**src/assert_macros.svh**
```systemverilog
// Assertion helpers shared by the RTL.
// All checks are sampled on i_clk and are disabled while i_rst_n is low.
`ifndef ASSERT_MACROS_SVH
`define ASSERT_MACROS_SVH

// Property holds on every clock edge outside reset.
`define ASSERT_ALWAYS(label, expr, msg) \
    label: assert property (@(posedge i_clk) disable iff (!i_rst_n) (expr)) else $error(msg);

// Antecedent in this cycle implies consequent in the next cycle.
`define ASSERT_NEXT(label, ante, cons, msg) \
    label: assert property (@(posedge i_clk) disable iff (!i_rst_n) (ante) |=> (cons)) \
        else $error(msg);

`endif

```
**src/stdisp_pkg.sv**
```systemverilog
// ----------------------------------------------------------------------------
// stdisp_pkg
// Shared codes and controller/datapath interface types for the subscriber
// table dispatcher.
// ----------------------------------------------------------------------------
package stdisp_pkg;

    localparam logic [1:0] FUNC_SUB   = 2'd0;
    localparam logic [1:0] FUNC_UNSUB = 2'd1;
    localparam logic [1:0] FUNC_PUSH  = 2'd2;

    localparam logic [1:0] ST_OK    = 2'd0;
    localparam logic [1:0] ST_FULL  = 2'd1;
    localparam logic [1:0] ST_NOMEM = 2'd2;

    // Kind of result loaded into the output register
    typedef enum logic [2:0] {
        EMIT_NONE,
        EMIT_SUB_OK,
        EMIT_FULL,
        EMIT_UNSUB,
        EMIT_NOMEM,
        EMIT_TOPIC,
        EMIT_QUEUE
    } t_emit;

    typedef struct packed {
        logic  cap_id;        // capture sink id of accepted transaction
        logic  idx_clear;     // scan index to slot 0
        logic  idx_load_rp;   // scan index to round pointer
        logic  idx_inc;       // scan index to next slot, wrapping
        logic  sub_write;     // store id at scan index, mark used
        logic  unsub_check;   // drop slot at scan index if it holds the id
        logic  clear_removed;
        logic  emitted_clear;
        logic  emitted_inc;
        logic  rp_set_next;   // round pointer just past scan index
        t_emit emit;
    } t_cmd;

    typedef struct packed {
        logic used_here;
        logic idx_last;
        logic cnt_zero;
        logic cnt_full;
        logic out_free;
        logic topic_last;
        logic queue_mode;
    } t_stat;

endpackage

```
**src/stdisp_dp.sv**
```systemverilog
// ----------------------------------------------------------------------------
// stdisp_dp
// Datapath: sink id memory, used bits, member count, round pointer, scan
// index and the result register.
// ----------------------------------------------------------------------------
`include "assert_macros.svh"

module stdisp_dp
    import stdisp_pkg::*;
#(
    parameter int SLOTS     = 16,
    parameter int SINK_BITS = 16
) (
    input  logic                         i_clk,
    input  logic                         i_rst_n,
    input  logic [SINK_BITS-1:0]         i_sink_id,
    input  logic                         i_cfg_we,
    input  logic                         i_cfg_data,
    input  t_cmd                         i_cmd,
    output t_stat                        o_stat,
    input  logic                         i_out_ready,
    output logic                         o_out_valid,
    output logic [1:0]                   o_status,
    output logic [SINK_BITS-1:0]         o_target_sink,
    output logic                         o_target_valid,
    output logic                         o_last,
    output logic                         o_emptied,
    output logic [$clog2(SLOTS+1)-1:0]   o_member_total
);

    localparam int IW = $clog2(SLOTS);
    localparam int CW = $clog2(SLOTS + 1);

    logic [SINK_BITS-1:0] r_sink_mem [SLOTS];
    logic [SINK_BITS-1:0] r_rd;
    logic [SINK_BITS-1:0] r_id;
    logic [SLOTS-1:0]     r_used;
    logic [CW-1:0]        r_count;
    logic [CW-1:0]        r_emitted;
    logic [IW-1:0]        r_idx;
    logic [IW-1:0]        r_rp;
    logic                 r_removed;
    logic                 r_kind;

    logic                 r_out_valid;
    logic [1:0]           r_status;
    logic [SINK_BITS-1:0] r_target_sink;
    logic                 r_target_valid;
    logic                 r_last;
    logic                 r_emptied;
    logic [CW-1:0]        r_member_total;

    logic                 idx_last;
    logic [IW-1:0]        idx_next;
    logic                 hit;
    logic                 topic_last;
    logic                 out_free;
    logic                 unsub_empty;

    assign idx_last    = (r_idx == IW'(SLOTS - 1));
    assign idx_next    = idx_last ? '0 : r_idx + IW'(1);
    assign hit         = r_used[r_idx] && (r_rd == r_id);
    assign topic_last  = ((r_emitted + CW'(1)) == r_count);
    assign out_free    = !r_out_valid || i_out_ready;
    assign unsub_empty = r_removed && (r_count == '0);

    always_comb begin
        o_stat.used_here  = r_used[r_idx];
        o_stat.idx_last   = idx_last;
        o_stat.cnt_zero   = (r_count == '0);
        o_stat.cnt_full   = (r_count == CW'(SLOTS));
        o_stat.out_free   = out_free;
        o_stat.topic_last = topic_last;
        o_stat.queue_mode = r_kind;
    end

    // Sink id memory: one write port, one registered read port at the scan index
    always_ff @(posedge i_clk) begin
        if (i_cmd.sub_write) begin
            r_sink_mem[r_idx] <= r_id;
        end
        r_rd <= r_sink_mem[r_idx];
    end

    always_ff @(posedge i_clk) begin
        if (i_cmd.cap_id) begin
            r_id <= i_sink_id;
        end
    end

    always_ff @(posedge i_clk) begin
        if (!i_rst_n) begin
            r_used    <= '0;
            r_count   <= '0;
            r_emitted <= '0;
            r_idx     <= '0;
            r_rp      <= '0;
            r_removed <= 1'b0;
            r_kind    <= 1'b0;
        end else begin
            if (i_cfg_we) begin
                r_kind <= i_cfg_data;
            end

            if (i_cmd.idx_clear) begin
                r_idx <= '0;
            end else if (i_cmd.idx_load_rp) begin
                r_idx <= r_rp;
            end else if (i_cmd.idx_inc) begin
                r_idx <= idx_next;
            end

            if (i_cmd.sub_write) begin
                r_used[r_idx] <= 1'b1;
                r_count       <= r_count + CW'(1);
            end else if (i_cmd.unsub_check && hit) begin
                r_used[r_idx] <= 1'b0;
                r_count       <= r_count - CW'(1);
            end

            if (i_cmd.clear_removed) begin
                r_removed <= 1'b0;
            end else if (i_cmd.unsub_check && hit) begin
                r_removed <= 1'b1;
            end

            if (i_cmd.emitted_clear) begin
                r_emitted <= '0;
            end else if (i_cmd.emitted_inc) begin
                r_emitted <= r_emitted + CW'(1);
            end

            if (i_cmd.rp_set_next) begin
                r_rp <= idx_next;
            end else if (i_cmd.emit == EMIT_UNSUB && unsub_empty) begin
                r_rp <= '0;
            end
        end
    end

    // Result register
    always_ff @(posedge i_clk) begin
        if (!i_rst_n) begin
            r_out_valid <= 1'b0;
        end else if (i_cmd.emit != EMIT_NONE) begin
            r_out_valid <= 1'b1;
        end else if (i_out_ready) begin
            r_out_valid <= 1'b0;
        end
    end

    always_ff @(posedge i_clk) begin
        if (i_cmd.emit != EMIT_NONE) begin
            r_member_total <= r_count;
            r_status       <= ST_OK;
            r_target_sink  <= '0;
            r_target_valid <= 1'b0;
            r_last         <= 1'b1;
            r_emptied      <= 1'b0;
            case (i_cmd.emit)
                EMIT_FULL:  r_status  <= ST_FULL;
                EMIT_NOMEM: r_status  <= ST_NOMEM;
                EMIT_UNSUB: r_emptied <= unsub_empty;
                EMIT_TOPIC: begin
                    r_target_sink  <= r_rd;
                    r_target_valid <= 1'b1;
                    r_last         <= topic_last;
                end
                EMIT_QUEUE: begin
                    r_target_sink  <= r_rd;
                    r_target_valid <= 1'b1;
                end
                default: ;
            endcase
        end
    end

    assign o_out_valid    = r_out_valid;
    assign o_status       = r_status;
    assign o_target_sink  = r_target_sink;
    assign o_target_valid = r_target_valid;
    assign o_last         = r_last;
    assign o_emptied      = r_emptied;
    assign o_member_total = r_member_total;

    `ASSERT_ALWAYS(a_count_bound, r_count <= CW'(SLOTS), "member count above slot total")
    `ASSERT_ALWAYS(a_emitted_bound, r_emitted <= r_count, "topic results exceed members")
    `ASSERT_NEXT(a_sub_count, i_cmd.sub_write, r_count == $past(r_count) + CW'(1), "subscribe did not count")
    `ASSERT_NEXT(a_no_overwrite, i_cmd.emit != EMIT_NONE, r_out_valid, "result register not loaded")

endmodule

```
**src/stdisp_ctrl.sv**
```systemverilog
// ----------------------------------------------------------------------------
// stdisp_ctrl
// Sequencer: decodes the accepted transaction and walks the slot table slot
// by slot, issuing datapath commands; a stalled output holds the walk.
// ----------------------------------------------------------------------------
module stdisp_ctrl
    import stdisp_pkg::*;
(
    input  logic       i_clk,
    input  logic       i_rst_n,
    input  logic       i_in_valid,
    input  logic [1:0] i_func,
    output logic       o_in_ready,
    input  t_stat      i_stat,
    output t_cmd       o_cmd
);

    typedef enum logic [3:0] {
        S_IDLE,
        S_SUB_SCAN,
        S_SUB_EMIT,
        S_FULL_EMIT,
        S_UN_SCAN,
        S_UN_CMP,
        S_UN_EMIT,
        S_NOMEM_EMIT,
        S_TOP_SCAN,
        S_TOP_EMIT,
        S_Q_SCAN,
        S_Q_EMIT
    } t_state;

    t_state r_state;
    t_state n_state;

    assign o_in_ready = (r_state == S_IDLE);

    always_comb begin
        n_state = r_state;
        o_cmd   = '0;
        o_cmd.emit = EMIT_NONE;
        case (r_state)
            S_IDLE: begin
                if (i_in_valid) begin
                    o_cmd.cap_id = 1'b1;
                    case (i_func)
                        FUNC_SUB: begin
                            o_cmd.idx_clear = 1'b1;
                            n_state = i_stat.cnt_full ? S_FULL_EMIT : S_SUB_SCAN;
                        end
                        FUNC_UNSUB: begin
                            o_cmd.idx_clear     = 1'b1;
                            o_cmd.clear_removed = 1'b1;
                            n_state = S_UN_SCAN;
                        end
                        FUNC_PUSH: begin
                            if (i_stat.cnt_zero) begin
                                n_state = S_NOMEM_EMIT;
                            end else if (i_stat.queue_mode) begin
                                o_cmd.idx_load_rp = 1'b1;
                                n_state = S_Q_SCAN;
                            end else begin
                                o_cmd.idx_clear     = 1'b1;
                                o_cmd.emitted_clear = 1'b1;
                                n_state = S_TOP_SCAN;
                            end
                        end
                        default: n_state = S_IDLE;
                    endcase
                end
            end
            // count below capacity guarantees a free slot before the end
            S_SUB_SCAN: begin
                if (!i_stat.used_here) begin
                    o_cmd.sub_write = 1'b1;
                    n_state = S_SUB_EMIT;
                end else begin
                    o_cmd.idx_inc = 1'b1;
                end
            end
            S_SUB_EMIT: begin
                if (i_stat.out_free) begin
                    o_cmd.emit = EMIT_SUB_OK;
                    n_state = S_IDLE;
                end
            end
            S_FULL_EMIT: begin
                if (i_stat.out_free) begin
                    o_cmd.emit = EMIT_FULL;
                    n_state = S_IDLE;
                end
            end
            S_UN_SCAN: begin
                if (i_stat.used_here) begin
                    n_state = S_UN_CMP;
                end else if (i_stat.idx_last) begin
                    n_state = S_UN_EMIT;
                end else begin
                    o_cmd.idx_inc = 1'b1;
                end
            end
            // memory data for the scan index is valid here
            S_UN_CMP: begin
                o_cmd.unsub_check = 1'b1;
                if (i_stat.idx_last) begin
                    n_state = S_UN_EMIT;
                end else begin
                    o_cmd.idx_inc = 1'b1;
                    n_state = S_UN_SCAN;
                end
            end
            S_UN_EMIT: begin
                if (i_stat.out_free) begin
                    o_cmd.emit = EMIT_UNSUB;
                    n_state = S_IDLE;
                end
            end
            S_NOMEM_EMIT: begin
                if (i_stat.out_free) begin
                    o_cmd.emit = EMIT_NOMEM;
                    n_state = S_IDLE;
                end
            end
            S_TOP_SCAN: begin
                if (i_stat.used_here) begin
                    n_state = S_TOP_EMIT;
                end else begin
                    o_cmd.idx_inc = 1'b1;
                end
            end
            S_TOP_EMIT: begin
                if (i_stat.out_free) begin
                    o_cmd.emit        = EMIT_TOPIC;
                    o_cmd.emitted_inc = 1'b1;
                    if (i_stat.topic_last) begin
                        // leave the counter at zero so it never exceeds a later count
                        o_cmd.emitted_clear = 1'b1;
                        n_state = S_IDLE;
                    end else begin
                        o_cmd.idx_inc = 1'b1;
                        n_state = S_TOP_SCAN;
                    end
                end
            end
            S_Q_SCAN: begin
                if (i_stat.used_here) begin
                    n_state = S_Q_EMIT;
                end else begin
                    o_cmd.idx_inc = 1'b1;
                end
            end
            S_Q_EMIT: begin
                if (i_stat.out_free) begin
                    o_cmd.emit        = EMIT_QUEUE;
                    o_cmd.rp_set_next = 1'b1;
                    n_state = S_IDLE;
                end
            end
            default: n_state = S_IDLE;
        endcase
    end

    always_ff @(posedge i_clk) begin
        if (!i_rst_n) begin
            r_state <= S_IDLE;
        end else begin
            r_state <= n_state;
        end
    end

endmodule

```
**src/subscriber_table_dispatch.sv**
```systemverilog
// Subscribe scans from slot 0 to the first free slot; table full or empty push answers without a scan;
//   unsubscribe scans every slot, comparing each occupied one; queue push scans from the round pointer.
// Topic push: one result per member, scanning past empty slots between results.
// Throughput: one transaction at a time; input ready again the cycle after the last result
//   is loaded, and a stalled output holds the sequencer.
// Synchronous active-low reset clears used bits, count, round pointer, mode.
// ----------------------------------------------------------------------------
// subscriber_table_dispatch
// Subscriber table with topic broadcast and round-robin queue dispatch.
// ----------------------------------------------------------------------------
module subscriber_table_dispatch
    import stdisp_pkg::*;
#(
    parameter int SLOTS     = 16,
    parameter int SINK_BITS = 16
) (
    input  logic                         i_clk,
    input  logic                         i_rst_n,
    input  logic                         i_cfg_we,
    input  logic                         i_cfg_data,
    input  logic                         i_in_valid,
    output logic                         o_in_ready,
    input  logic [1:0]                   i_func,
    input  logic [SINK_BITS-1:0]         i_sink_id,
    output logic                         o_out_valid,
    input  logic                         i_out_ready,
    output logic [1:0]                   o_status,
    output logic [SINK_BITS-1:0]         o_target_sink,
    output logic                         o_target_valid,
    output logic                         o_last,
    output logic                         o_emptied,
    output logic [$clog2(SLOTS+1)-1:0]   o_member_total
);

    t_cmd  cmd;
    t_stat stat;

    stdisp_ctrl u_ctrl (
        .i_clk      (i_clk),
        .i_rst_n    (i_rst_n),
        .i_in_valid (i_in_valid),
        .i_func     (i_func),
        .o_in_ready (o_in_ready),
        .i_stat     (stat),
        .o_cmd      (cmd)
    );

    stdisp_dp #(
        .SLOTS     (SLOTS),
        .SINK_BITS (SINK_BITS)
    ) u_dp (
        .i_clk          (i_clk),
        .i_rst_n        (i_rst_n),
        .i_sink_id      (i_sink_id),
        .i_cfg_we       (i_cfg_we),
        .i_cfg_data     (i_cfg_data),
        .i_cmd          (cmd),
        .o_stat         (stat),
        .i_out_ready    (i_out_ready),
        .o_out_valid    (o_out_valid),
        .o_status       (o_status),
        .o_target_sink  (o_target_sink),
        .o_target_valid (o_target_valid),
        .o_last         (o_last),
        .o_emptied      (o_emptied),
        .o_member_total (o_member_total)
    );

endmodule
```
**config.mk**
```make
export PLATFORM = sky130hd
export DESIGN_NAME = subscriber_table_dispatch
export DESIGN_NICKNAME = d
export VERILOG_FILES = /design/src/stdisp_pkg.sv /design/src/stdisp_dp.sv /design/src/stdisp_ctrl.sv /design/src/subscriber_table_dispatch.sv
export VERILOG_INCLUDE_DIRS = /design/src /design/src/src
export SDC_FILE = /design/constraint.sdc
export NUM_CORES = 1
export LEC_CHECK = 0
export BUFFER_PORTS_ARGS = -buffer_cell sky130_fd_sc_hd__buf_2
export CORE_ASPECT_RATIO = 0.6
export CORE_UTILIZATION = 41
export CTS_BUF_LIST = sky130_fd_sc_hd__clkbuf_4 sky130_fd_sc_hd__clkbuf_8
export CTS_CLUSTER_DIAMETER = 40
export DETAILED_ROUTE_END_ITERATION = 16
export PLACE_DENSITY = 0.61
export RECOVER_POWER = 50
export SLEW_MARGIN = 20
export SYNTH_ARGS = -nofsm -noshare
export SYNTH_HDL_FRONTEND = slang
export SYNTH_SLANG_ARGS = --single-unit
```
**constraint.sdc**
```tcl
create_clock -name i_clk -period 3.3 [get_ports i_clk]
set_input_delay 0.66 -clock i_clk [delete_from_list [all_inputs] [get_ports i_clk]]
set_output_delay 0.66 -clock i_clk [all_outputs]
set_load 0.05 [all_outputs]
```
==> results of run 1 <==
per-layer routing:
metal,vias up,GRT usage,part of all wire
met5,-,0,0
met4,0,0.0446,0.014
met3,44,0.0419,0.076
met2,279,0.273,0.44
met1,3959,0.302,0.47
li1,3326,-,-
through the flow:
step / cells / total power, W / worst slack (ns)
6_report: 1392 / 0.0129 / 0.257
5_1_grt: 1392 / 0.0134 / 0.112
4_1_cts: 1392 / 0.0130 / 0.262
3_5_place_dp: 1293 / 0.00920 / 0.274
3_3_place_gp: 1293 / 0.00916 / 0.295
2_1_floorplan: 783 / 0.00822 / 0.285
report_power, final:
part / internal [W] / switching [W]
Sequential: 0.00549 / 0.000370
Clock: 0.00213 / 0.00166
Combinational: 0.00135 / 0.00185
Total: 0.00897 / 0.00389
cell families after synthesis:
family / after synthesis
adders and majority gates: 9
muxes: 95
and+or+nand+nor: 144
AOI/OAI and AO/OA: 81
xor gates and xnor gates: 32
DFF: 355
buffers and inverters: 67
layout make-up:
cell class	count	area, um2	area share
Tap cell	459	574	0.0354
Clock inverter	14	92.6	0.00571
Timing Repair Buffer	95	616	0.0380
Inverter	23	86.3	0.00533
Clock buffer	85	1070	0.0660
Multi-Input combinational cell	361	3670	0.227
Sequential cell	355	10100	0.623
worst paths after layout:
check	to	from	slack [ns]
worst max-delay path	u_dp.r_count[4]	u_dp.r_idx[1]	0.26
worst min register to register	flip-flop	flip-flop	0.48
worst min-delay path	u_dp.r_id[12]	i_sink_id[12]	0.24
worst max register to register	u_dp.r_count[4]	u_dp.r_idx[1]	0.26
cell usage in the layout (no fill, tap or decap), drive strengths merged, types with 8 or more instances in the layout:
cell type,Yosys,final
edfxtp,298,298
clkbuf,29,113
mux4,85,85
buf,15,67
dfxtp,57,57
nor2,30,30
a21oi,29,29
nand2,28,28
nand3,25,25
o21ai,23,23
xor2,22,22
inv,23,22
and3,17,17
clkinv,0,13
xnor2,10,10
nor4,8,8
ha,8,8
mux2i,8,8
flip-flops by register name (all words and copies together), names as in the netlist, named ones only:
signal               count
u_dp.r_count             5
u_dp.o_status            2
u_dp.r_kind              1
u_dp.o_out_valid         1
u_dp.o_member_total      5
u_dp.r_sink_mem        256
u_dp.r_removed           1
u_dp.o_target_valid      1
u_dp.r_rp                4
u_dp.r_rd               16
u_dp.r_id               16
u_ctrl.r_state           4
u_dp.o_last              1
u_dp.r_emitted           5
u_dp.o_target_sink      16
u_dp.r_idx               4
u_dp.o_emptied           1
critical path, stage by stage, from the launching register on:
cell	delay, ns
dfxtp_4	0.42
mux4_2	0.54
mux4_2	0.49
nor2_1	0.18
inv_2	0.13
fa_1	0.48
a21o_1	0.17
a21oi_1	0.18
nor2_1	0.05
a21oi_1	0.15
mux2i_1	0.18
==> flow_summary_export.csv, run 1 <==
group,metric,value,unit
critical_path,r2r.worst_path.cells,10,
yosys,synth_compound_area_frac,0.0366,
critical_path,crit_required,3.83,ns
yosys,netlist.area_leader.share,0.637,
clocking,worst_skew_pair.late_latency,0.60,ns
clocking,cts_made_buffers,53,
flow_run,cap_viol_max_count,0,
timing,finalSetupTns,0,ns
detailed_routing,drt-pass1-iter-count,5,
critical_path,cp_max_fo,10,
detailed_routing,drc_errors,0,
min_path,hp-class,"in2reg",
placed_design,dp_hpwl,19200,um
die,io_pins,52,
yosys,ys_warn_count,0,
yosys,yosys.area_share.simple,0.0523,
yosys,synth_fa_ha_area_frac,0.00855,
yosys,synth_edf_count,298,
timing,max_slew_margin,0.200,
timing,fmax,0.329,GHz
yosys,synth-async-reset-ratio,0,
min_path,whs_path_depth,1,
timing,fin_crit_sh,0.922,
die,die_x,241,um
timing,slew_viol_final,0,
cells_and_area,nets,922,
timing,hold_viol,0,
die,std_cell_rows,52,
clocking,tritoncts,"built",
placed_design,place_area,0.0151,mm2
yosys,ys_top_cells_by_count,"edfxtp_1, mux4_2, dfxtp_1",
placed_design,numPortBuffers,51,
grt,antenna_found_initial,0,
placed_design,place.gp.congestion,0.857,
power,p_per_area,793,mW/mm2
grt,grt_usage,0.192,
clocking,cts.sinks,355,
clocking,cts_hold_buffers,0,
detailed_routing,vias,7608,
grt,grt_max_degree,67,
detailed_routing,viasPerCell,5.47,
yosys,synth.ff_latch_count,355,
clocking,post_cts_buffers,0,
power,leakagePower,5.41,nW
yosys,synth-main-ff-cell,"edfxtp_1",
clocking,clkTransAtPathRegs,0.07,ns
yosys,synth_top_family_by_area,"multiplexers",
yosys,syn_nets,816,
clocking,clk_path_buf_depth,3,
cells_and_area,drive_gt1_frac,0.274,
timing,worstMarginPinSlew,1.20,ns
die,start_util,0.417,
yosys,yosysUniqueCellTypes,54,
die,core_area,0.0337,mm2
cells_and_area,final_util,0.481,
grt,grt_pass1_wl,49100,um
critical_path,endpoint_kind,"flip-flop",
cells_and_area,area_growth,15.4,%
detailed_routing,wl_per_cell,23.3,um
cells_and_area,fill_cells,2855,
yosys,yosysMostFrequentCell,"edfxtp_1",
timing,skew,0.0192,ns
critical_path,crit_type,"reg2reg",
timing,finalCriticalPeriod,3.04,ns
yosys,syn_avg_cell_area,17.9,um2
detailed_routing,drt_iter0_drc,892,
timing,rsz0062_at_grt,"false",
yosys,synthCells,783,
clocking,cts-root-buf,"clkbuf_8",
detailed_routing,wl,32500,um
yosys,synth.area.mux_share,0.144,
clocking,cts-resized-gates,0,
grt,first_global_vias,7660,
cells_and_area,stdcell_area,0.0162,mm2
grt,grt-ovfl-total,0,
die,die_h,145,um
timing,final-setup-viol-count,0,
yosys,synth-seq-area-share,0.718,
power,vdd_drop_max,0.476,mV
yosys,netlist_top_cells_area,"edfxtp_1, mux4_2, dfxtp_1",
status,status,"completed",
critical_path,start_kind,"flip-flop",
critical_path,cp.arrival,3.57,ns
timing,hold_slack,0.239,ns
yosys,synth_xor_area_frac,0.0199,
cells_and_area,n_antenna_cell,0,
detailed_routing,ant_nets,0,
clocking,htree_levels,2,
yosys,synth_area,0.0140,mm2
die,dieArea,0.0350,mm2
yosys,synth_top_cell_by_area,"edfxtp_1",
Power figures use the tool's default switching activity.
==> inputs of run 2 (changes only) <==
Settings changed: CORE_MARGIN set to 1.5, RECOVER_POWER 50 to unset.
==> run 2 against run 1 <==
Effect of this change:
- via count shrank 0.62%
- hold slack got worse by 0.0030 ns
- sequential share of layout area increased by 0.15 points
- clock skew rose by 0.0069 ns
- setup slack improved by 0.0079 ns
- clock power down 7.1%
- core utilization decreased by 0.12 points
- final area decreased by 0.25%
- power fell by 1.6%
- flip-flop and latch count unchanged
- cell count down 0.14%
- wire length grew 2.0%
- largest cell class unchanged
- largest power group unchanged
==> flow_summary_export.csv, run 2 (synthesis results as in run 1) <==
group,metric,value,unit
power,vdd_drop_max,0.398,mV
min_path,hold_end,"u_dp.r_id[12]",
clocking,htree_levels,2,
critical_path,crit_required,3.83,ns
cells_and_area,area_growth,15.1,%
power,p_per_area,782,mW/mm2
critical_path,cp.arrival,3.56,ns
detailed_routing,wl_per_cell,23.8,um
die,start_util,0.417,
clocking,cts-resized-gates,0,
placed_design,dpl.cell_count,1294,
clocking,cts_made_buffers,52,
cells_and_area,drive_gt1_frac,0.306,
grt,grt_pass1_wl,48900,um
die,die_h,146,um
critical_path,critPathSlowestCell,"mux4_2",
clocking,clk_path_buf_depth,3,
min_path,min-delay-start,"i_sink_id[12]",
placed_design,place.gp.congestion,0.828,
grt,grt_max_degree,68,
timing,skew,0.0261,ns
clocking,cts_hold_buffers,0,
timing,hold_viol,0,
critical_path,r2r_setup_slack,0.26,ns
cells_and_area,stdcell_count,1390,
die,dieArea,0.0354,mm2
die,die_x,242,um
critical_path,slowest_delay,0.54,ns
critical_path,r2r.worst_path.cells,10,
critical_path,crit_family,"multiplexers",
detailed_routing,drt-pass1-iter-count,5,
critical_path,crit_type,"reg2reg",
cells_and_area,fill_cells,2909,
critical_path,worstReg2RegStart,"u_dp.r_idx[1]",
placed_design,dp_hpwl,19700,um
die,std_cell_rows,52,
cells_and_area,largest_reg_flops,256,
grt,antenna_found_initial,0,
timing,fmax,0.329,GHz
detailed_routing,drt_iter0_drc,850,
timing,finalCriticalPeriod,3.04,ns
detailed_routing,drc_errors,0,
min_path,hp-class,"in2reg",
clocking,post_cts_buffers,0,
die,core_area,0.0337,mm2
clocking,cts.sinks,355,
placed_design,numPortBuffers,51,
timing,final-setup-viol-count,0,
min_path,whs_path_depth,1,
timing,fin_crit_sh,0.920,
timing,max_slew_margin,0.283,
clocking,cts-root-buf,"clkbuf_8",
status,status,"completed",
clocking,clkTransAtPathRegs,0.07,ns
cells_and_area,n_antenna_cell,0,
grt,first_global_vias,7417,
grt,grt-ovfl-total,0,
critical_path,start_kind,"flip-flop",
critical_path,crit_buf_inv,1,
die,io_pins,52,
critical_path,reg2reg_to,"u_dp.r_count[4]",
critical_path,endpoint_kind,"flip-flop",
flow_run,cap_viol_max_count,0,
cells_and_area,regMostFlops,"u_dp.r_sink_mem",
clocking,tritoncts,"built",
critical_path,path_cells,"mux4_2, mux4_2, nor2_1, inv_2, fa_1, a21o_1, a21oi_1, nor2_1, a21oi_1, mux2i_1",
timing,finalSetupTns,0,ns
grt,grt_usage,0.189,
cells_and_area,final_common_cell,"edfxtp_1",
timing,rsz0062_at_grt,"false",
cells_and_area,mostFrequentLayoutCells,"edfxtp_1, mux4_2, clkbuf_8",
detailed_routing,ant_nets,0,
detailed_routing,viasPerCell,5.44,
detailed_routing,wl,33100,um
power,leakagePower,5.45,nW
timing,slew_viol_final,0,
clocking,worst_skew_pair.late_latency,0.59,ns
detailed_routing,vias,7561,
timing,worstMarginPinSlew,1.07,ns
cells_and_area,nets,922,
critical_path,cp_max_fo,10,
## run 2: changes by cell type in the layout (fill, tap and decap cells not counted), sizes merged
cell	before	now
inv	22	23
clkbuf	113	78
bufinv	1	0
buf	67	96
clkinvlp	1	3
clkinv	13	15
## run 2: worst max-delay path by stage
| stage | start | end | slack [ns] | depth (start not counted) |
|---|---|---|---|---|
| 2_1_floorplan | u_dp.r_idx[1] | u_dp.r_count[4] | 0.28 | 11 |
| 3_3_place_gp | u_dp.r_idx[1] | u_dp.r_count[4] | 0.27 | 10 |
| 3_5_place_dp | u_dp.r_idx[1] | u_dp.r_count[4] | 0.27 | 10 |
| 4_1_cts | u_dp.r_idx[1] | u_dp.r_count[4] | 0.26 | 10 |
| 5_1_grt | u_dp.r_idx[1] | u_dp.r_count[4] | 0.04 | 10 |
| 6_report | u_dp.r_idx[1] | u_dp.r_count[4] | 0.26 | 10 |
## run 2: where the power goes
part           total, W  internal [W]  switching [W]  leakage [nW]
sequential      0.00588       0.00549       0.000391          3.16
combinational   0.00324       0.00139        0.00185          1.73
clock           0.00352       0.00185        0.00167         0.552
## run 2: metrics by stage
stage	total power, W	setup WS (ns)	hold slack, ns	utilization	area [um2]
floorplan	0.00822	0.285	0.455	-	14100
global placement	0.00919	0.269	0.467	0.449	15100
detailed placement	0.00923	0.269	0.472	0.449	15100
CTS	0.0128	0.258	0.194	0.480	16200
global route	0.0132	0.0409	0.203	0.480	16200
finish	0.0126	0.265	0.235	0.480	16200
## run 2: layout make-up
type | count | area, um2 | share of cell area
sequential | 355 | 10100 | 0.625
timing repair buffer | 96 | 681 | 0.0421
clock buffer | 78 | 955 | 0.0590
tap | 459 | 574 | 0.0355
multi-input combinational | 361 | 3690 | 0.228
inverter | 23 | 86.3 | 0.00534
clock inverter | 18 | 87.6 | 0.00542
## run 2: layer usage
layer / vias to the layer above / GRT usage / share of wire
met4: 0 / 0.0519 / 0.018
li1: 3321 / - / -
met5: - / 0 / 0
met1: 3915 / 0.300 / 0.49
met3: 51 / 0.0353 / 0.069
met2: 274 / 0.264 / 0.43
==> inputs of run 3 (changes only) <==
Settings changed: REMOVE_ABC_BUFFERS set to 1.
==> run 3 against run 2 <==
Effect of this change:
- die area unchanged
- wire length down 0.49%
- power down 0.96%
- combinational power about the same
- register-to-register slack worse by 0.04 ns
- fmax down 1.4%
- global-route usage up 0.11 points
- non-clock buffer count up 5
- critical path type unchanged
- largest power group unchanged
==> flow_summary_export.csv, run 3 (synthesis results as in run 1) <==
group,metric,value,unit
status,status,"completed",
critical_path,crit_type,"reg2reg",
detailed_routing,wl,32900,um
cells_and_area,drive_gt1_frac,0.300,
detailed_routing,wl_met2,13900,um
die,die_h,146,um
die,io_pins,52,
detailed_routing,drt-pass1-iter-count,5,
power,power.total,0.0125,W
min_path,hp-class,"in2reg",
grt,grt-ovfl-total,0,
clocking,clkTransAtPathRegs,0.07,ns
clocking,htree_levels,2,
cells_and_area,final_common_cell,"edfxtp_1",
detailed_routing,viasPerCell,5.44,
cells_and_area,mostFrequentLayoutCells,"edfxtp_1, mux4_2, clkbuf_8",
detailed_routing,drt_iter0_drc,892,
power,p_per_area,774,mW/mm2
detailed_routing,wl_per_cell,23.6,um
cells_and_area,largest_reg_flops,256,
die,core_area,0.0337,mm2
grt,grt_usage,0.190,
clocking,post_cts_buffers,0,
clocking,worst_skew_pair.late_latency,0.59,ns
cells_and_area,regMostFlops,"u_dp.r_sink_mem",
grt,grt_max_degree,69,
die,std_cell_rows,52,
flow_run,cap_viol_max_count,0,
grt,antenna_found_initial,1,
critical_path,endpoint_kind,"flip-flop",
timing,skew,0.0172,ns
power,vdd_drop_max,0.484,mV
clocking,cts-root-buf,"clkbuf_8",
timing,fmax,0.325,GHz
timing,max_slew_margin,0.292,
timing,hold_slack,0.242,ns
timing,rsz0062_at_grt,"false",
cells_and_area,nets,928,
power,power_frac_comb,0.260,
power,p_int,0.00859,W
placed_design,place.gp.congestion,0.833,
detailed_routing,met3WireLength,2330,um
critical_path,start_kind,"flip-flop",
critical_path,cp_max_fo,10,
cells_and_area,n_antenna_cell,0,
die,dieArea,0.0354,mm2
timing,slew_viol_final,0,
detailed_routing,vias,7597,
detailed_routing,highest_layer,"met4",
cells_and_area,area_growth,15.2,%
power,swShare,0.314,
clocking,tritoncts,"built",
detailed_routing,drc_errors,0,
power,p_seq_frac,0.467,
detailed_routing,ant_nets,0,
timing,fin_crit_sh,0.933,
detailed_routing,wirelength_met1,16100,um
placed_design,dp_hpwl,19700,um
clocking,clk_path_buf_depth,3,
placed_design,numPortBuffers,51,
timing,finalCriticalPeriod,3.08,ns
timing,finalSetupTns,0,ns
die,die_x,242,um
timing,final-setup-viol-count,0,
power,leakagePower,5.45,nW
timing,worstMarginPinSlew,1.06,ns
clocking,cts.sinks,355,
clocking,cts_hold_buffers,0,
power,pwr-share-clk,0.274,
critical_path,cp.arrival,3.59,ns
clocking,cts_made_buffers,53,
clocking,cts-resized-gates,0,
grt,first_global_vias,7497,
critical_path,crit_required,3.81,ns
grt,grt_pass1_wl,49400,um
critical_path,r2r_setup_slack,0.22,ns
die,start_util,0.417,
timing,hold_viol,0,
power,p_sw,0.00394,W
run 3: final timing paths:
path / from / endpoint / depth (start not counted)
worst min-delay path: i_sink_id[3] / u_dp.r_id[3] / 1
worst min register to register: flip-flop / flip-flop / 2
worst max-delay path: u_dp.r_idx[1] / u_dp.r_count[4] / 10
worst max register to register: u_dp.r_idx[1] / u_dp.r_count[4] / 10
run 3: power groups by stage:
stage | sequential [W] | clock [W] | combinational, W
2_1_floorplan | 0.00640 | 0 | 0.00182
3_3_place_gp | 0.00593 | 0 | 0.00325
3_5_place_dp | 0.00594 | 0 | 0.00326
4_1_cts | 0.00585 | 0.00352 | 0.00328
5_1_grt | 0.00590 | 0.00370 | 0.00350
6_report | 0.00585 | 0.00343 | 0.00325
run 3: final cells by class:
| class | instances | area (um2) |
|---|---|---|
| Multi-Input combinational cell | 361 | 3690 |
| Fill cell | 2883 | 17500 |
| Sequential cell | 355 | 10100 |
| Clock buffer | 68 | 873 |
| Inverter | 23 | 86.3 |
| Timing Repair Buffer | 101 | 731 |
| Tap cell | 459 | 574 |
| Clock inverter | 29 | 135 |
run 3: worst max-delay path, stage by stage, from the launching register on:
cell and delay, ns:
dfxtp_4 0.42, mux4_2 0.54, mux4_2 0.50, nor2_1 0.18
inv_2 0.13, fa_1 0.46, a21o_1 0.17, a21oi_1 0.17
nor2_1 0.06, a21oi_1 0.17, mux2i_1 0.20
run 3: layer usage:
layer  vias up  GRT usage
met5         -          0
met4         0     0.0475
met3        51     0.0415
met2       282      0.263
met1      3926      0.301
li1       3338          -
run 3: metrics by stage:
stage / setup slack [ns] / area (um2) / utilization / cells
2_1_floorplan: -2.64 / 13900 / - / 739
3_3_place_gp: 0.291 / 15200 / 0.450 / 1299
3_5_place_dp: 0.264 / 15200 / 0.450 / 1299
4_1_cts: 0.211 / 16200 / 0.480 / 1396
5_1_grt: 0.0464 / 16200 / 0.480 / 1396
6_report: 0.220 / 16200 / 0.480 / 1396
